**src/design/ldst_pkg.sv**
```systemverilog
package ldst_pkg;

  // item kinds
  localparam logic [1:0] KIND_TOUCH = 2'd0;
  localparam logic [1:0] KIND_SET   = 2'd1;
  localparam logic [1:0] KIND_ROW_Q = 2'd2;
  localparam logic [1:0] KIND_WIN_Q = 2'd3;

  // configuration register indexes
  localparam logic CFG_ROWS_IN_USE    = 1'b0;
  localparam logic CFG_COLUMNS_IN_USE = 1'b1;

  typedef struct packed {
    logic [8:0] rows_in_use;
    logic [8:0] columns_in_use;
  } cfg_t;

  typedef enum logic [1:0] {
    ENG_IDLE,
    ENG_WALK,
    ENG_DONE
  } eng_state_t;

endpackage

```
**src/design/ldst_store.sv**
```systemverilog
module ldst_store #(
  parameter int MAX_ROWS    = 256,
  parameter int MAX_COLUMNS = 256,
  parameter int AW          = (MAX_ROWS > 1) ? $clog2(MAX_ROWS) : 1,
  parameter int CW          = $clog2(MAX_COLUMNS + 1)
) (
  input  logic            clk,
  input  logic            rst_n,
  input  logic            re_i,
  input  logic [AW-1:0]   raddr_i,
  output logic [2*CW-1:0] rdata_o,
  input  logic            we_i,
  input  logic [AW-1:0]   waddr_i,
  input  logic [2*CW-1:0] wdata_i,
  output logic            clr_busy_o
);
  import ldst_pkg::*;

  localparam logic [CW-1:0] MARK     = CW'(MAX_COLUMNS);
  localparam logic [AW-1:0] LAST_ROW = AW'(MAX_ROWS - 1);

  // {first changed column, last changed column} per row
  logic [2*CW-1:0] mem [MAX_ROWS];
  logic [2*CW-1:0] rdata_r;
  logic            clr_busy_r;
  logic [AW-1:0]   clr_addr_r;

  logic            wr_en;
  logic [AW-1:0]   wr_addr;
  logic [2*CW-1:0] wr_data;

  always_comb begin
    if (clr_busy_r) begin
      wr_en   = 1'b1;
      wr_addr = clr_addr_r;
      wr_data = {MARK, MARK};
    end else begin
      wr_en   = we_i;
      wr_addr = waddr_i;
      wr_data = wdata_i;
    end
  end

  // post-reset sweep, one row per cycle
  always_ff @(posedge clk) begin
    if (!rst_n) begin
      clr_busy_r <= 1'b1;
      clr_addr_r <= '0;
    end else if (clr_busy_r) begin
      if (clr_addr_r == LAST_ROW) begin
        clr_busy_r <= 1'b0;
      end
      clr_addr_r <= clr_addr_r + AW'(1);
    end
  end

  always_ff @(posedge clk) begin
    if (wr_en) begin
      mem[wr_addr] <= wr_data;
    end
  end

  always_ff @(posedge clk) begin
    if (re_i) begin
      rdata_r <= mem[raddr_i];
    end
  end

  assign rdata_o    = rdata_r;
  assign clr_busy_o = clr_busy_r;

  a_no_req_in_clear: assert property (@(posedge clk) disable iff (!rst_n)
    clr_busy_r |-> !we_i && !re_i)
    else $error("store access during clearing sweep");

  a_clear_ends: assert property (@(posedge clk) disable iff (!rst_n)
    clr_busy_r && clr_addr_r == LAST_ROW |=> !clr_busy_r)
    else $error("clearing sweep did not end at last row");

  a_clear_steps: assert property (@(posedge clk) disable iff (!rst_n)
    clr_busy_r && clr_addr_r != LAST_ROW |=> clr_busy_r)
    else $error("clearing sweep ended early");

endmodule

```
**config.mk**
```make
export PLATFORM = sky130hd
export DESIGN_NAME = ldst_store
export DESIGN_NICKNAME = d
export VERILOG_FILES = /design/src/design/ldst_pkg.sv /design/src/design/ldst_store.sv
export SDC_FILE = /design/constraint.sdc
export NUM_CORES = 2
export LEC_CHECK = 0
export BUFFER_PORTS_ARGS = -buffer_cell sky130_fd_sc_hd__clkbuf_2
export CAP_MARGIN = 20
export CORE_UTILIZATION = 50
export CTS_CLUSTER_DIAMETER = 30
export DETAILED_ROUTE_END_ITERATION = 7
export MAX_ROUTING_LAYER = met4
export PLACE_DENSITY_LB_ADDON = 0.2
export SLEW_MARGIN = 30
export SYNTH_ARGS = -nofsm -noshare
export SYNTH_HDL_FRONTEND = slang
export SYNTH_MEMORY_MAX_BITS = 65536
export SYNTH_SLANG_ARGS = --single-unit
```
**constraint.sdc**
```tcl
create_clock -name clk -period 8.55 [get_ports clk]
set_input_delay 0.855 -clock clk [delete_from_list [all_inputs] [get_ports clk]]
set_output_delay 0.855 -clock clk [all_outputs]
set_load 0.05 [all_outputs]
```
==> results.cfg <==
[clocking]
cts.sinks = 4635
cts_buffers = 804
clkTransAtPathRegs_ns = 0.05
h-tree-depth = 6
clk_latency_ns = 1.08
clk_path_buf_depth = 4
cts_tree = built
root_buffer = clkbuf_16
cts_resized = 0
cts_setup_buffers = 0

[timing]
rsz0062_at_grt = false
setup_viol = 0
worst_hold_slack_ns = 0.163
clock_skew_ns = 0.0729
finalHoldViolations = 0
fmax_ghz = 0.224
layout_setup_ws_ns = 4.09
drv_slew = 0
finalCritPeriodShare_pct = 52.2
worst_pin_slew_ns = 1.11
fin_crit_ns = 4.46
slew_headroom_pct = 26.1

[cells_and_area]
finalNetCount = 9121
multi_input_area_sq_um = 38100
instances_no_fill = 14500
drive_above_1_share_pct = 30.8
syn2layout_area_growth_pct = 20.3
fill_cells = 24400
postLayoutCoreUtil_pct = 60.4
area.sequential_sq_um = 139000

[synth]
yosysTopAreaCell = edfxtp_1
synth_cell_types = 51
synth-adder-area-share_pct = 0.00699
synthTopCellsByArea = edfxtp_1 78%, mux4_2 11%, mux2i_1 4.0%
synth_flop_cell = edfxtp_1
synth_seq_area_share_pct = 77.8
synth_edf_count = 4626
yosys_warnings = 0
synth_top_family_by_area = multiplexers
synth-xor-area-share_pct = 0.0245
synthMuxAreaShare_pct = 15.4
synth_nets = 8350
syn_inst = 8311
postSynth.asyncResetShare_pct = 0
synth_seq_cells = 4635
synth_compound_area_share_pct = 3.54
synth_top_area_share_pct = 77.7
yosys.area_share.simple_pct = 1.66
syn_avg_cell_area_sq_um = 21.5
syn-cell-area_sq_um = 179000

[drt]
via_per_inst = 6.33
detail_route.wl_per_cell_microns = 33.4
drcViolationCount = 0
drtIter0Drc = 11500
drt_wl_total_mm = 486
drtPass1Iterations = 6
vias = 92100
drtAntennaViolNets = 0

[critical_path]
crit_required_ns = 9.42
critical_path_class = input port to flip-flop
endpoint_kind = flip-flop
worstSetupStartpointType = input port
path_max_fanout = 74
crit_arrival_ns = 5.33

[power]
total_power_mw = 59.1
pwr_density_cell_nw_per_um2 = 275
vdd_drop_max_mv = 0.203
leakage_nw = 70.9

[place]
place.gp.congestion = 0.874
pre_cts_slack_ns = 3.11
hpwl_mm = 274
dp.cells = 13000
port_buffers = 56

[grt]
grt-ovfl-total = 0
grt_use_total_pct = 27.7
grt_max_degree = 207
grt_pass1_vias = 91900
grt_pass1_wl_mm = 686
antenna_found_initial = 19

[status]
status = finished, final reports clean

[min_path]
worstHoldPathType = input port to flip-flop

[floorplanning]
std_cell_rows = 219
die_w_microns = 600
dieArea_sq_um = 360000
initial_core_util_pct = 50.3
ios = 57
core_area_sq_um = 356000
die-height_microns = 600

[run]
drv_cap = 0
-- kinds of logic after synthesis --
logic type                 count (synthesis)
DFF                                     4635
muxes                                   1639
AOI/OAI and AO/OA                        867
and+or+nand+nor                          653
buffers and inverters                    511
xor gates and xnor gates                   5
adders and majority gates                  1
-- where the power goes --
group          switching, mW  internal, mW  total [mW]
logic                   1.19         0.721        1.91
registers             0.0308          24.7        24.7
clock network           11.4          21.0        32.4
total                   12.6          46.4        59.1
-- state kept, by name, indices dropped and copies added, names as in the netlist --
signal and cells:
clr_addr_r 8, clr_busy_o 1, mem 4608, rdata_o 18
-- cell usage after synthesis, drive strengths merged, types with 3 or more instances --
library cell / n
o32ai: 28
o221ai: 336
clkinv: 3
nor3: 134
a22o: 36
a221oi: 22
inv: 11
mux2i: 713
dfxtp: 9
edfxtp: 4626
a22oi: 3
nor2b: 18
o22ai: 161
nor4: 40
or2: 4
buf: 249
mux4: 882
clkbuf: 248
nand3: 43
a21oi: 178
nand4: 16
a211o: 8
xnor2: 5
o21ai: 39
nand2: 90
and2: 6
o31ai: 19
mux2: 44
o2111ai: 9
a32oi: 9
nor2: 275
a211oi: 15
and3: 8
nand2b: 12
-- critical path, cell delays in order --
cell	delay [ns]
buf_12	0.47
buf_4	0.71
buf_4	0.51
mux2i_1	0.14
o221ai_1	0.58
o22ai_1	0.27
a211oi_1	0.70
nand3_1	0.48
nor4_1	0.37
-- stage by stage --
| step | instance area (sq um) | TNS (ns) |
|---|---|---|
| after global routing | 215000 | 0 |
| after floorplan | 179000 | -1258.66 |
| after CTS | 215000 | 0 |
| after detailed placement | 187000 | 0 |
| final | 215000 | 0 |
| after global placement | 187000 | 0 |
-- placed cells by master, fill, tap and decap left out, drive strengths merged, types with 36 or more instances in the layout --
cell and n:
clkinv 312, a21oi 178, nor4 40, inv 101
clkinvlp 96, buf 410, nand3 43, mux4 882
clkbuf 943, o221ai 336, edfxtp 4626, nor2 275
o22ai 161, nor3 134, mux2i 713, o21ai 39
mux2 44, bufinv 115, a22o 36, nand2 90
-- worst paths after layout --
check | to | slack [ns] | depth (start not counted) | from
max | rdata_o[11] | 4.09 | 9 | raddr_i[0]
min | mem[55][3] | 0.16 | 2 | wdata_i[3]
max reg2reg | mem[69][17] | 4.24 | 5 | clr_busy_o
min reg2reg | clr_addr_r[0] | 0.56 | 2 | clr_addr_r[0]
-- per-layer routing --
| layer | part of all wire, % | global-route usage [%] |
|---|---|---|
| met5 | 0 | - |
| met4 | 3.2 | 8.51 |
| met3 | 9.1 | 5.28 |
| met2 | 48 | 42.6 |
| met1 | 40 | 37.9 |
-- timing repair --
item                                   4_1_cts  5_1_grt
hold buffers                                 1        0
endpoints found under the hold margin        1        0
setup endpoints to repair                    0        0
-- cell type report --
class / instances / share of cell area (%)
Timing Repair Buffer: 462 / 1.84
Tap cell: 4751 / 2.76
Sequential cell: 4635 / 64.7
Inverter: 14 / 0.0302
Clock inverter: 610 / 3.37
Clock buffer: 892 / 9.60
Antenna cell: 20 / 0.0233
Multi-Input combinational cell: 3165 / 17.7
Note: power is estimated with default switching activity, not from simulation.
