$ cat config.mk
export PLATFORM = sky130hd
export DESIGN_NAME = ldst_engine
export DESIGN_NICKNAME = d
export VERILOG_FILES = /design/src/design/ldst_pkg.sv /design/src/design/ldst_engine.sv
export SDC_FILE = /design/constraint.sdc
export NUM_CORES = 1
export LEC_CHECK = 0
export BUFFER_PORTS_ARGS = -buffer_cell sky130_fd_sc_hd__buf_2
export CAP_MARGIN = 20
export CORE_UTILIZATION = 45
export DETAILED_ROUTE_END_ITERATION = 6
export GPL_TIMING_DRIVEN = 1
export PLACE_DENSITY = 0.69
export SYNTH_ARGS = -nofsm -noshare
export SYNTH_HDL_FRONTEND = slang
export SYNTH_SLANG_ARGS = --single-unit
$ cat constraint.sdc
create_clock -name clk -period 4.1 [get_ports clk]
set_clock_uncertainty 0.1 [all_clocks]
set_input_delay 0.82 -clock clk [delete_from_list [all_inputs] [get_ports clk]]
set_output_delay 0.82 -clock clk [all_outputs]
set_load 0.005 [all_outputs]
$ cat src/design/ldst_pkg.sv
package ldst_pkg;

  // item kinds
  localparam logic [1:0] KIND_TOUCH = 2'd0;
  localparam logic [1:0] KIND_SET   = 2'd1;
  localparam logic [1:0] KIND_ROW_Q = 2'd2;
  localparam logic [1:0] KIND_WIN_Q = 2'd3;

  // configuration register indexes
  localparam logic CFG_ROWS_IN_USE    = 1'b0;
  localparam logic CFG_COLUMNS_IN_USE = 1'b1;

  typedef struct packed {
    logic [8:0] rows_in_use;
    logic [8:0] columns_in_use;
  } cfg_t;

  typedef enum logic [1:0] {
    ENG_IDLE,
    ENG_WALK,
    ENG_DONE
  } eng_state_t;

endpackage

$ cat src/design/ldst_engine.sv
module ldst_engine #(
  parameter int MAX_ROWS    = 256,
  parameter int MAX_COLUMNS = 256,
  parameter int AW          = (MAX_ROWS > 1) ? $clog2(MAX_ROWS) : 1,
  parameter int CW          = $clog2(MAX_COLUMNS + 1)
) (
  input  logic            clk,
  input  logic            rst_n,
  input  ldst_pkg::cfg_t  cfg_i,
  input  logic            start_i,
  input  logic [1:0]      kind_i,
  input  logic [7:0]      first_row_i,
  input  logic [8:0]      row_count_i,
  input  logic [7:0]      span_start_i,
  input  logic [7:0]      span_end_i,
  input  logic            mark_all_i,
  output logic            idle_o,
  output logic            res_valid_o,
  input  logic            res_ready_i,
  output logic            res_status_o,
  output logic            res_changed_o,
  output logic            mem_re_o,
  output logic [AW-1:0]   mem_raddr_o,
  input  logic [2*CW-1:0] mem_rdata_i,
  output logic            mem_we_o,
  output logic [AW-1:0]   mem_waddr_o,
  output logic [2*CW-1:0] mem_wdata_o
);
  import ldst_pkg::*;

  localparam logic [CW-1:0] MARK = CW'(MAX_COLUMNS);

  eng_state_t    state_r, state_nxt;
  logic [1:0]    kind_r, kind_nxt;
  logic [CW-1:0] xs_r, xs_nxt;
  logic [CW-1:0] xe_r, xe_nxt;
  logic          flag_r, flag_nxt;
  logic [9:0]    row_r, row_nxt;
  logic [9:0]    lim_r, lim_nxt;
  logic          pend_r, pend_nxt;
  logic [AW-1:0] pend_addr_r, pend_addr_nxt;
  logic          status_r, status_nxt;
  logic          changed_r, changed_nxt;

  logic [9:0]    run_end;
  logic          run_bad;
  logic          col_bad;
  logic          issue;
  logic [CW-1:0] rd_s, rd_e, new_s, new_e;

  assign run_end = {2'b00, first_row_i} + {1'b0, row_count_i};
  assign run_bad = run_end > {1'b0, cfg_i.rows_in_use};
  assign col_bad = ({1'b0, span_start_i} >= cfg_i.columns_in_use) ||
                   ({1'b0, span_end_i} >= cfg_i.columns_in_use);

  assign rd_s  = mem_rdata_i[2*CW-1:CW];
  assign rd_e  = mem_rdata_i[CW-1:0];
  assign new_s = (rd_s == MARK || rd_s > xs_r) ? xs_r : rd_s;
  assign new_e = (rd_e == MARK || rd_e < xe_r) ? xe_r : rd_e;
  assign issue = (state_r == ENG_WALK) && (row_r < lim_r);

  always_comb begin
    state_nxt     = state_r;
    kind_nxt      = kind_r;
    xs_nxt        = xs_r;
    xe_nxt        = xe_r;
    flag_nxt      = flag_r;
    row_nxt       = row_r;
    lim_nxt       = lim_r;
    pend_nxt      = 1'b0;
    pend_addr_nxt = pend_addr_r;
    status_nxt    = status_r;
    changed_nxt   = changed_r;
    mem_re_o      = 1'b0;
    mem_raddr_o   = AW'(row_r);
    mem_we_o      = 1'b0;
    mem_waddr_o   = AW'(row_r);
    mem_wdata_o   = {MARK, MARK};
    res_valid_o   = 1'b0;

    unique case (state_r)
      ENG_IDLE: begin
        if (start_i) begin
          kind_nxt    = kind_i;
          xs_nxt      = CW'(span_start_i);
          xe_nxt      = CW'(span_end_i);
          flag_nxt    = mark_all_i;
          status_nxt  = 1'b0;
          changed_nxt = 1'b0;
          row_nxt     = {2'b00, first_row_i};
          state_nxt   = ENG_WALK;
          case (kind_i) inside
            KIND_TOUCH, KIND_SET: begin
              lim_nxt = (32'(run_end) > MAX_ROWS) ? 10'(MAX_ROWS) : run_end;
              if (run_bad || (kind_i == KIND_TOUCH && col_bad)) begin
                status_nxt = 1'b1;
                state_nxt  = ENG_DONE;
              end
            end
            KIND_ROW_Q: begin
              if ({1'b0, first_row_i} < cfg_i.rows_in_use && 32'(first_row_i) < MAX_ROWS) begin
                lim_nxt = {2'b00, first_row_i} + 10'd1;
              end else begin
                lim_nxt = {2'b00, first_row_i};
              end
            end
            default: begin
              row_nxt = '0;
              lim_nxt = (32'(cfg_i.rows_in_use) > MAX_ROWS) ? 10'(MAX_ROWS)
                                                             : {1'b0, cfg_i.rows_in_use};
            end
          endcase
        end
      end
      ENG_WALK: begin
        // finish the row read last cycle
        if (pend_r) begin
          if (kind_r == KIND_TOUCH) begin
            mem_we_o    = 1'b1;
            mem_waddr_o = pend_addr_r;
            mem_wdata_o = {new_s, new_e};
          end else if (rd_s != MARK || rd_e != MARK) begin
            changed_nxt = 1'b1;
          end
        end
        // start the next row
        if (issue) begin
          row_nxt = row_r + 10'd1;
          if (kind_r == KIND_SET) begin
            mem_we_o    = 1'b1;
            mem_waddr_o = AW'(row_r);
            mem_wdata_o = flag_r ? {{CW{1'b0}}, CW'(cfg_i.columns_in_use - 9'd1)}
                                 : {MARK, MARK};
          end else begin
            mem_re_o      = 1'b1;
            pend_nxt      = 1'b1;
            pend_addr_nxt = AW'(row_r);
          end
        end else if (!pend_r) begin
          state_nxt = ENG_DONE;
        end
      end
      ENG_DONE: begin
        res_valid_o = 1'b1;
        if (res_ready_i) begin
          state_nxt = ENG_IDLE;
        end
      end
      default: begin
        state_nxt = ENG_IDLE;
      end
    endcase
  end

  always_ff @(posedge clk) begin
    if (!rst_n) begin
      state_r <= ENG_IDLE;
      pend_r  <= 1'b0;
    end else begin
      state_r <= state_nxt;
      pend_r  <= pend_nxt;
    end
  end

  always_ff @(posedge clk) begin
    kind_r      <= kind_nxt;
    xs_r        <= xs_nxt;
    xe_r        <= xe_nxt;
    flag_r      <= flag_nxt;
    row_r       <= row_nxt;
    lim_r       <= lim_nxt;
    pend_addr_r <= pend_addr_nxt;
    status_r    <= status_nxt;
    changed_r   <= changed_nxt;
  end

  assign idle_o        = (state_r == ENG_IDLE);
  assign res_status_o  = status_r;
  assign res_changed_o = changed_r;

  a_idle_quiet: assert property (@(posedge clk) disable iff (!rst_n)
    state_r != ENG_WALK |-> !mem_we_o && !mem_re_o && !pend_r)
    else $error("store access outside walk");

  a_no_rmw_overlap: assert property (@(posedge clk) disable iff (!rst_n)
    mem_we_o && mem_re_o |-> mem_waddr_o != mem_raddr_o)
    else $error("read and write of the same row in one cycle");

  a_query_no_write: assert property (@(posedge clk) disable iff (!rst_n)
    state_r == ENG_WALK && (kind_r == KIND_ROW_Q || kind_r == KIND_WIN_Q) |-> !mem_we_o)
    else $error("query wrote the store");

  a_error_no_change: assert property (@(posedge clk) disable iff (!rst_n)
    state_r == ENG_DONE && status_r |-> !changed_r)
    else $error("error result with changed flag");

endmodule

==> key figures, run 1 <==
Global routing
  • Vias in the first global route: 3912
  • GR Util All Layers: 21.8%
  • First-pass GRT wire length: 17900 um
  • Largest net degree at the start of global routing: 31
  • Initial antenna violation count: 0
  • Congestion Overflow GR: 0

Setup path
  • R2r startpoint: row_r[1]$_DFFE_PP_
  • Delay-heaviest family, CP: compound AO/OA/AOI/OAI gates
  • Critical path depth: 8
  • Max stage delay on crit path: 0.53 ns
  • Crit path buf inv count: 2
  • R2r endpoint: pend_addr_r[3]$_DFFE_PP_
  • Worst path required time: 3.18 ns
  • Worst Setup End Kind: primary output
  • FF-to-FF path depth: 6
  • CP max FO: 8
  • Kind of critical path: primary input to primary output
  • CP max-delay cell: a211oi_4
  • CP arrival: 2.85 ns
  • Most common cell type on the critical path: buf_2
  • R2r setup slk: 1.32 ns
  • Startpoint types: primary input
  • Crit path cell chain: buf_2 -> ha_1 -> a2111oi_0 -> a21oi_1 -> a211oi_4 -> mux2i_1 -> nor2_1 -> buf_2

Status
  • Outcome: finished, final reports clean

Clock tree
  • CTS Sinks: 52
  • # Post-CTS Setup Buffers: 0
  • Num CTS Buffers: 5
  • CTS H-tree lvls: 2
  • CTS tree: built
  • Clk Latency, worst-skew pair: 0.31 ns
  • Clock root cell: clkbuf_8
  • CTS Buffer Depth: 2
  • Post-CTS resize count: 0
  • Hold_buf cts: 0
  • Clock transition at path regs: 0.10 ns

STA
  • Fin. max-slew vios: 0
  • Hold Vio Cnt, Final: 0
  • Setup TNS: 0 ns
  • Relative slew slack: 45.0%
  • Worst-margin pin slew: 0.823 ns
  • Tmin final: 3.77 ns
  • Period utilization: 92.0%
  • Final setup vio count: 0
  • Hold_ws: 0.452 ns
  • Fmax: 0.265 GHz
  • RSZ-0062 raised after global routing: no

Cells and area
  • Final Core Density: 55.0%
  • Area Growth Syn to Fin: 17.6%
  • Fillers: 868
  • Share of layout cells above drive strength 1: 24.7%
  • Nets: 741
  • Final instance area: 5430 um^2
  • Area of the multi-input gates: 2780 um^2
  • Sequential Area: 1530 um^2
  • Diodes inserted: 0

Floorplanning
  • Placeable Area: 9860 um^2
  • Die Wd: 103 um
  • Row Count: 36
  • Starting Density: 46.8%
  • Die height: 103 um
  • Die Footprint: 10700 um^2
  • I/O pin cnt: 116

Pwr
  • Lkg Pwr: 2.48 nW
  • Max IR drop VDD: 0.169 mV
  • Total power: 1.91 mW
  • PwrDens: 351 nW/um^2

Synth
  • Netlist Area Pre-Place: 4610 um^2
  • Ys Warns: 0
  • Fraction of registers with async set/reset: 0%
  • Yosys cell types: 63
  • Post-Synth Simple-Gate Area: 14.7%
  • Area fraction in compound gates after synthesis: 16.9%
  • Register area share after synthesis: 33.2%
  • Adder and majority cell fraction of the synthesized area: 18.6%
  • Synth Area per Inst: 9.55 um^2
  • Post-synthesis mux area share: 4.56%
  • Post-synth EDFFs: 49
  • Xor/xnor share of the synthesized area: 5.48%
  • Mapped Cells: 483
  • #FFs+latches synth: 52
  • Syn Nets: 627
  • Largest family of logic cells by synthesized area: adder cells
  • Most common flop cell mapped by yosys: edfxtp_1

Worst hold path
  • Hold Path Cell Cnt: 1
  • Hold worst-path end: state_r[1]$_SDFFE_PN0P_
  • Tightest Hold Check Type: flop to flop
  • Hold Crit Start: state_r[0]$_SDFFE_PN0P_

Route
  • WL final: 11500 um
  • Via Count: 4108
  • Routed len/inst: 15.7 um
  • Uppermost routed layer: met4
  • DR WL met2: 5460 um
  • Vias/cell: 5.62
  • Met3 WL: 764 um
  • DRC Markers: 0
  • Initial DRT Pass Iterations: 5
  • Iteration-0 DRC Markers: 232
  • Met1 wire length: 5070 um
  • Routed Antenna Nets: 0

Placed design
  • Routability cong.: 0.925
  • Area post-placement: 5300 um^2
  • I/O Buffers: 115
  • Post-DP HPWL: 9490 um

Flow run
  • Max cap viols: 0
cell usage in the layout, fill, tap and decap left out, types with 8 or more instances in the layout:
master / count
mux2i_1: 12
xor2_1: 12
nand3_1: 14
ha_1: 67
buf_2: 115
xnor2_1: 15
nand2_1: 21
a21oi_1: 24
edfxtp_1: 49
o21ai_0: 8
nand4_1: 13
nor2_1: 34
o21ai_1: 18
inv_1: 54
o22ai_1: 8
state kept, by name, summed over array words and instances, names as in the netlist:
name,cells
lim_r,10
row_r,10
pend_addr_r,8
xe_r,8
xs_r,8
kind_r,2
state_r,2
flag_r,1
pend_r,1
res_changed_o,1
res_status_o,1
worst register-to-register path: stages, from the launching register on:
cell	delay (ns)
edfxtp_1	0.51
ha_1	0.34
a211oi_1	0.25
o21ai_1	0.12
a21oi_1	0.31
nand2_1	0.17
nor2_1	0.62
area by class of cell:
class	instances	area share (%)
inverters	58	4.01
multi-input cells	360	51.3
clock buffers	5	1.27
flip-flops and latches	52	28.2
well taps	133	3.07
clock inverters	3	0.484
repair buffers	120	11.7
cell families after synthesis:
group | Yosys count
flops | 52
mux | 20
buf+inv | 71
xor+xnor | 28
simple gates | 129
fa+ha+maj | 68
other cells | 1
compound gates | 114
power by group:
| part | total (mW) | internal (mW) | switching [mW] | leakage, nW |
|---|---|---|---|---|
| sequential | 0.822 | 0.732 | 0.0897 | 0.497 |
| clock | 0.303 | 0.125 | 0.179 | 0.0487 |
| combinational | 0.780 | 0.346 | 0.434 | 1.93 |
stage by stage:
stage | instances | setup slack [ns]
floorplan | 483 | 0.577
global placement | 722 | 0.220
detailed placement | 722 | 0.0692
CTS | 730 | 0.329
global route | 731 | 0.104
finish | 731 | 0.329
cell usage after synthesis, types with 7 or more instances:
cell	instances	area share [%]
o21ai_1	18	2.0
o21a_1	7	1.1
xnor2_1	15	2.8
mux2_2	7	1.7
o21ai_0	8	0.87
a21oi_1	24	2.6
edfxtp_1	49	32
mux2i_1	12	2.6
nand2b_1	7	0.95
nor2_1	34	2.8
xor2_1	12	2.3
inv_1	54	4.4
nand2_1	21	1.7
buf_4	8	1.3
o22ai_1	8	1.1
nand4_1	13	1.8
ha_1	67	18
nand3_1	14	1.5
worst max-delay path by stage:
stage | from | to
floorplan | first_row_i[1] | res_status_o$_SDFFCE_PN0P_
global placement | first_row_i[1] | state_r[0]$_SDFFE_PN0P_
detailed placement | first_row_i[0] | state_r[0]$_SDFFE_PN0P_
CTS | mem_rdata_i[13] | mem_wdata_o[10]
global route | mem_rdata_i[13] | mem_wdata_o[13]
finish | mem_rdata_i[13] | mem_wdata_o[10]
per-layer routing:
layer | global-route usage (%) | up-vias
met2 | 38.4 | 177
met3 | 2.28 | 19
li1 | - | 2014
met1 | 28.0 | 1898
met5 | 0 | -
met4 | 6.83 | 0
No activity file was read; power rests on OpenSTA's default activity.
==> run 2, diff against run 1 <==
--- a/config.mk
+++ b/config.mk
@@ -5,6 +5,7 @@
 export SDC_FILE = /design/constraint.sdc
 export NUM_CORES = 1
 export LEC_CHECK = 0
+export ABC_AREA = 1
 export BUFFER_PORTS_ARGS = -buffer_cell sky130_fd_sc_hd__buf_2
 export CAP_MARGIN = 20
 export CORE_UTILIZATION = 45
==> key figures, run 2 <==
Status
  • Outcome: finished, final reports clean

Placed design
  • Post-DP HPWL: 11600 um (+23%)
  • Inst Count DP: 935 (+30%)
  • Routability cong.: 0.925 (about the same)
  • Area post-placement: 5720 um^2 (+7.8%)
  • I/O Buffers: 115 (unchanged)

Cells and area
  • Area Growth Syn to Fin: 15.9%
  • Share of layout cells above drive strength 1: 17.7% (-7.1 points)
  • Commonest non-fill, non-tap cell in the layout: nand2_1
  • Diodes inserted: 0 (unchanged)
  • Final instance area: 5830 um^2 (+7.4%)
  • Leading cell types in the layout, fill and taps excluded: nand2_1, inv_1, buf_2, ha_1, nor2_1
  • Nets: 946 (+28%)
  • Post-route insts no fill: 943 (+29%)
  • Top Registers: lim_r (10), row_r (10)

Pwr
  • Sequential power share: 40.3% (-2.8 points)
  • Max IR drop VDD: 0.162 mV (-4.2%)
  • Sw frac: 40.0% (+3.2 points)
  • NetSw: 0.884 mW (+26%)
  • PwrDens: 379 nW/um^2 (+7.8%)
  • Comb pwr share: 43.8% (+2.8 points)
  • Internal Power: 1.32 mW (+10%)
  • Lkg Pwr: 2.99 nW (+21%)
  • Clock power share: 15.9% (about the same)

Synth
  • Top-count cell post-synth: nand2_1
  • Register area share after synthesis: 30.4% (-2.7 points)
  • Largest area contributor in the netlist: edfxtp_1
  • Synth top area cells: edfxtp_1, ha_1, nand2_1, inv_1, a21oi_1
  • Top cells by count, synth: nand2_1, inv_1, ha_1
  • Ys Warns: 0 (unchanged)
  • Most common flop cell mapped by yosys: edfxtp_1
  • Netlist Area Pre-Place: 5030 um^2 (+9.0%)
  • Yosys cell types: 47 (-25%)
  • Syn Nets: 835 (+33%)
  • Mapped Cells: 691 (+43%)
  • #FFs+latches synth: 52 (unchanged)
  • Top cell type's share of synthesized area: 29.3% (-2.6 points)
  • Synth Area per Inst: 7.28 um^2 (-24%)
  • Fraction of registers with async set/reset: 0% (unchanged)
  • Post-synth EDFFs: 49 (unchanged)

Route
  • Initial DRT Pass Iterations: 5 (unchanged)
  • Vias/cell: 5.29 (-5.9%)
  • Routed len/inst: 14.6 um (-7.0%)
  • WL final: 13800 um (+20%)
  • Via Count: 4986 (+21%)
  • Iteration-0 DRC Markers: 285 (+23%)
  • DRC Markers: 0 (unchanged)
  • Routed Antenna Nets: 0 (unchanged)

STA
  • Relative slew slack: 46.2% (+1.3 points)
  • Hold Vio Cnt, Final: 0 (unchanged)
  • RSZ-0062 raised after global routing: no
  • Final setup vio count: 0 (unchanged)
  • Fmax: 0.272 GHz (+2.7%)
  • Worst-margin pin slew: 0.798 ns (-0.0249 ns)
  • Setup TNS: 0 ns (unchanged)
  • Fin. max-slew vios: 0 (unchanged)
  • Period utilization: 89.6% (-2.4 points)
  • Hold_ws: 0.461 ns (+0.00910 ns)
  • Tmin final: 3.67 ns (-0.0991 ns)

Clock tree
  • CTS Buffer Depth: 2 (unchanged)
  • Clock transition at path regs: 0.09 ns (about the same)
  • # Post-CTS Setup Buffers: 0 (unchanged)
  • Post-CTS resize count: 0 (unchanged)
  • Clock root cell: clkbuf_8
  • CTS Sinks: 52 (unchanged)
  • CTS H-tree lvls: 2 (unchanged)
  • Num CTS Buffers: 5 (unchanged)
  • CTS tree: built
  • Clk Latency, worst-skew pair: 0.31 ns (about the same)
  • Hold_buf cts: 0 (unchanged)

Setup path
  • Worst path required time: 3.18 ns (about the same)
  • CP max-delay cell: edfxtp_1
  • CP arrival: 2.75 ns (-0.10 ns)
  • Max stage delay on crit path: 0.47 ns (-0.06 ns)
  • Startpoint types: flop
  • Kind of critical path: flop to primary output
  • CP max FO: 12 (+4)
  • Crit path cell chain: ha_1 -> a21oi_1 -> o21ai_0 -> a21oi_1 -> nand3_1 -> inv_1 -> nand2_1 -> nor2_1 -> nand2_1 -> o21ai_0 -> buf_2
  • Worst Setup End Kind: primary output

Floorplanning
  • Die height: 108 um (+4.3%)
  • I/O pin cnt: 116 (unchanged)
  • Die Footprint: 11600 um^2 (+8.8%)
  • Row Count: 38 (+5.6%)
  • Placeable Area: 10900 um^2 (+10%)
  • Die Wd: 108 um (+4.3%)
  • Starting Density: 46.2% (-0.58 points)

Global routing
  • Congestion Overflow GR: 0 (unchanged)
  • Initial antenna violation count: 0 (unchanged)
  • Vias in the first global route: 4533 (+16%)
  • GR Util All Layers: 24.3% (+2.5 points)
  • Largest net degree at the start of global routing: 25 (-19%)
  • First-pass GRT wire length: 22000 um (+23%)

Flow run
  • Max cap viols: 0 (unchanged)

Worst hold path
  • Tightest Hold Check Type: flop to flop
## run 2: cell count changes after synthesis, moves of 18 or more
cell / change
a21oi_1: +22
o21ai_0: +35
o21ai_1: -18
nor2_1: +25
nand2_1: +137
nand3_1: +28
inv_1: +66
## run 2: worst max-delay path: cells and delay by family (launching register included)
kind | cells | cell delay, ns
adders and majority gates | 1 | 0.35
buffers and inverters | 2 | 0.29
AOI/OAI and AO/OA | 4 | 0.46
DFF | 1 | 0.47
and+or+nand+nor | 4 | 0.86
## run 2: kinds of logic after synthesis
group,after synthesis,synth area share (%)
AO/OA/AOI/OAI,116,13.2
XOR/XNOR,15,2.76
adder cells (fa/ha/maj),68,17.1
buffers and inverters,137,10.9
flip-flops,52,30.4
other,1,0.0746
AND/OR/NAND/NOR,302,25.5
## run 2: final timing paths
kind	from	to	slack, ns	cells past startpoint
min	row_r[3]$_DFFE_PP_	pend_addr_r[3]$_DFFE_PP_	0.46	0
min reg2reg	row_r[3]$_DFFE_PP_	pend_addr_r[3]$_DFFE_PP_	0.46	0
max reg2reg	row_r[5]$_DFFE_PP_	pend_addr_r[5]$_DFFE_PP_	1.72	6
max	row_r[5]$_DFFE_PP_	mem_wdata_o[7]	0.43	11
## run 2: power groups by stage
| stage | logic (mW) | clock network [mW] | registers [mW] |
|---|---|---|---|
| final | 0.968 | 0.351 | 0.889 |
| after global routing | 1.11 | 0.377 | 0.910 |
| after CTS | 0.973 | 0.363 | 0.887 |
| after detailed placement | 0.966 | 0 | 0.899 |
| after global placement | 0.939 | 0 | 0.895 |
| after floorplan | 0.676 | 0 | 0.867 |
## run 2: final cells by class
| class | instances | area (um^2) |
|---|---|---|
| tap | 140 | 175 |
| multi-input combinational | 502 | 2950 |
| sequential | 52 | 1530 |
| inverter | 123 | 462 |
| timing repair buffer | 118 | 598 |
| fill | 1099 | 5060 |
| clock inverter | 3 | 42.5 |
| clock buffer | 5 | 68.8 |
## run 2: metal layers
layer  part of all wire (%)  up-vias  track usage (%)  routed length [um]
met4                    1.9        0             6.75                 268
met5                      0        -                0                   0
li1                       -     2518                -                   -
met1                     48     2303             33.6                6580
met2                     45      144             39.9                6240
met3                    5.1       21             2.60                 703
## run 2: metrics by stage
stage	setup slack, ns	power [mW]	utilization (%)
after global routing	0.193	2.40	53.5
final	0.428	2.21	53.5
after detailed placement	0.380	1.87	52.5
after floorplan	0.872	1.54	-
after CTS	0.430	2.22	53.5
after global placement	0.476	1.83	52.5
==> run 3, diff against run 2 <==
--- a/config.mk
+++ b/config.mk
@@ -8,10 +8,10 @@
 export ABC_AREA = 1
 export BUFFER_PORTS_ARGS = -buffer_cell sky130_fd_sc_hd__buf_2
 export CAP_MARGIN = 20
-export CORE_UTILIZATION = 45
+export CORE_UTILIZATION = 56
 export DETAILED_ROUTE_END_ITERATION = 6
 export GPL_TIMING_DRIVEN = 1
-export PLACE_DENSITY = 0.69
+export PLACE_DENSITY = 0.82
 export SYNTH_ARGS = -nofsm -noshare
 export SYNTH_HDL_FRONTEND = slang
 export SYNTH_SLANG_ARGS = --single-unit
==> key figures, run 3 (same netlist as run 2, synthesis figures left out) <==
Route
  • Iteration-0 DRC Markers: 411 (+44%)
  • Vias/cell: 5.48 (+3.7%)
  • DR WL met2: 6270 um (+0.38%)
  • Uppermost routed layer: met4
  • Routed len/inst: 14.9 um (+1.7%)
  • Met1 wire length: 6040 um (-8.2%)
  • Routed Antenna Nets: 0 (unchanged)
  • WL final: 13500 um (-1.8%)
  • DRC Markers: 0 (unchanged)
  • Via Count: 4993 (+0.14%)
  • Initial DRT Pass Iterations: 6 (+1)
  • Met3 WL: 1010 um (+43%)

Global routing
  • Congestion Overflow GR: 0 (unchanged)
  • Vias in the first global route: 4624 (+2.0%)
  • First-pass GRT wire length: 22000 um (+0.12%)
  • Largest net degree at the start of global routing: 25 (unchanged)
  • Initial antenna violation count: 0 (unchanged)
  • GR Util All Layers: 29.0% (+4.7 points)

Setup path
  • Kind of critical path: flop to primary output
  • R2r setup slk: 1.60 ns (-0.12 ns)
  • Max stage delay on crit path: 0.44 ns (-0.03 ns)
  • CP max FO: 12 (unchanged)
  • CP max-delay cell: edfxtp_1
  • Startpoint types: flop
  • R2r startpoint: row_r[9]$_SDFFCE_PN0P_
  • Worst Setup End Kind: primary output
  • Worst path required time: 3.18 ns (about the same)
  • CP arrival: 2.77 ns (+0.02 ns)
  • Crit path cell chain: ha_1 -> a21oi_1 -> o21ai_0 -> a21oi_1 -> nand3_1 -> inv_1 -> nand2_1 -> nor2_1 -> nand2_1 -> o21ai_0 -> buf_2
  • FF-to-FF path depth: 6 (unchanged)
  • R2r endpoint: pend_addr_r[5]$_DFFE_PP_

Floorplanning
  • Die height: 96.8 um (-10%)
  • Placeable Area: 8720 um^2 (-20%)
  • I/O pin cnt: 116 (unchanged)
  • Die Wd: 96.8 um (-10%)
  • Die Footprint: 9360 um^2 (-19%)
  • Row Count: 34 (-11%)
  • Starting Density: 57.7% (+11 points)

STA
  • Fmax: 0.271 GHz (-0.55%)
  • Fin. max-slew vios: 0 (unchanged)
  • Setup TNS: 0 ns (unchanged)
  • Final setup vio count: 0 (unchanged)
  • Tmin final: 3.69 ns (+0.0204 ns)
  • RSZ-0062 raised after global routing: no
  • Relative slew slack: 42.3% (-4.0 points)
  • Worst-margin pin slew: 0.857 ns (+0.0588 ns)
  • Hold Vio Cnt, Final: 0 (unchanged)
  • Period utilization: 90.1% (+0.50 points)

Clock tree
  • Clk Latency, worst-skew pair: 0.31 ns (about the same)
  • CTS H-tree lvls: 2 (unchanged)
  • Post-CTS resize count: 0 (unchanged)
  • Clock transition at path regs: 0.10 ns (about the same)
  • Hold_buf cts: 0 (unchanged)
  • Clock root cell: clkbuf_8
  • CTS Buffer Depth: 2 (unchanged)
  • Num CTS Buffers: 5 (unchanged)
  • # Post-CTS Setup Buffers: 0 (unchanged)
  • CTS Sinks: 52 (unchanged)
  • CTS tree: built

Placed design
  • Routability cong.: 0.993 (+7.4%)
  • Post-DP HPWL: 11400 um (-2.0%)
  • I/O Buffers: 115 (unchanged)

Cells and area
  • Commonest non-fill, non-tap cell in the layout: nand2_1
  • Area Growth Syn to Fin: 14.6%
  • Diodes inserted: 0 (unchanged)
  • Fillers: 778 (-29%)
  • Share of layout cells above drive strength 1: 17.7% (unchanged)
  • Leading cell types in the layout, fill and taps excluded: nand2_1, inv_1, buf_2, ha_1, nor2_1
  • Nets: 946 (unchanged)
  • Final Core Density: 66.1% (+13 points)
  • Top Registers: lim_r (10), row_r (10)
  • Area of the multi-input gates: 2950 um^2 (unchanged)
  • Sequential Area: 1530 um^2 (unchanged)

Pwr
  • PwrDens: 375 nW/um^2 (-1.0%)
  • Lkg Pwr: 2.99 nW (-0.21%)
  • Max IR drop VDD: 0.189 mV (+17%)

Worst hold path
  • Hold worst-path end: pend_addr_r[7]$_DFFE_PP_
  • Tightest Hold Check Type: flop to flop
  • Hold Crit Start: row_r[7]$_DFFE_PP_
  • Hold Path Cell Cnt: 0 (unchanged)

Flow run
  • Max cap viols: 0 (unchanged)

Status
  • Outcome: finished, final reports clean
[run 3: worst max path at each step]
stage                           startpoint                         end  slack, ns  depth (start not counted)
floorplan                   first_row_i[0]  res_status_o$_SDFFCE_PN0P_       0.87                         14
global placement            first_row_i[0]  res_status_o$_SDFFCE_PN0P_       0.50                         15
detailed placement          first_row_i[0]  res_status_o$_SDFFCE_PN0P_       0.40                         15
CTS                     row_r[5]$_DFFE_PP_              mem_wdata_o[0]       0.45                         11
global route        row_r[9]$_SDFFCE_PN0P_              mem_wdata_o[7]       0.21                         11
finish              row_r[9]$_SDFFCE_PN0P_              mem_wdata_o[0]       0.41                         11
[run 3: worst max-delay path: cells and delay by family (launching register included)]
kind / cells / cell delay, ns
flops: 1 / 0.44
simple gates: 4 / 0.82
fa+ha+maj: 1 / 0.34
compound gates: 4 / 0.57
buf+inv: 2 / 0.29
[run 3: per-stage QoR]
step,area [um^2],power (mW),hold WS [ns],setup slack (ns),instances
after floorplan,5030,1.54,0.381,0.872,691
after global placement,5680,1.81,0.414,0.502,903
final,5770,2.16,0.432,0.407,911
after detailed placement,5680,1.87,0.413,0.404,903
after global routing,5770,2.33,0.460,0.205,911
after CTS,5770,2.15,0.436,0.450,911
[run 3: power breakdown]
part / leakage (nW) / total (mW) / switching, mW / internal, mW
clock network: 0.0479 / 0.289 / 0.170 / 0.119
logic: 2.44 / 0.982 / 0.620 / 0.362
registers: 0.496 / 0.889 / 0.106 / 0.784
total: 2.99 / 2.16 / 0.896 / 1.26
[run 3: layout make-up]
class / count / share of cell area (%)
multi-input combinational: 502 / 51.2
sequential: 52 / 26.6
timing repair buffer: 118 / 10.4
inverter: 123 / 8.01
tap: 108 / 2.34
clock buffer: 5 / 1.19
clock inverter: 3 / 0.326
[run 3: layer usage]
| metal | global-route usage [%] | up-vias |
|---|---|---|
| met2 | 48.4 | 222 |
| met1 | 39.2 | 2234 |
| met3 | 3.97 | 24 |
| li1 | - | 2513 |
| met5 | 0 | - |
| met4 | 8.61 | 0 |
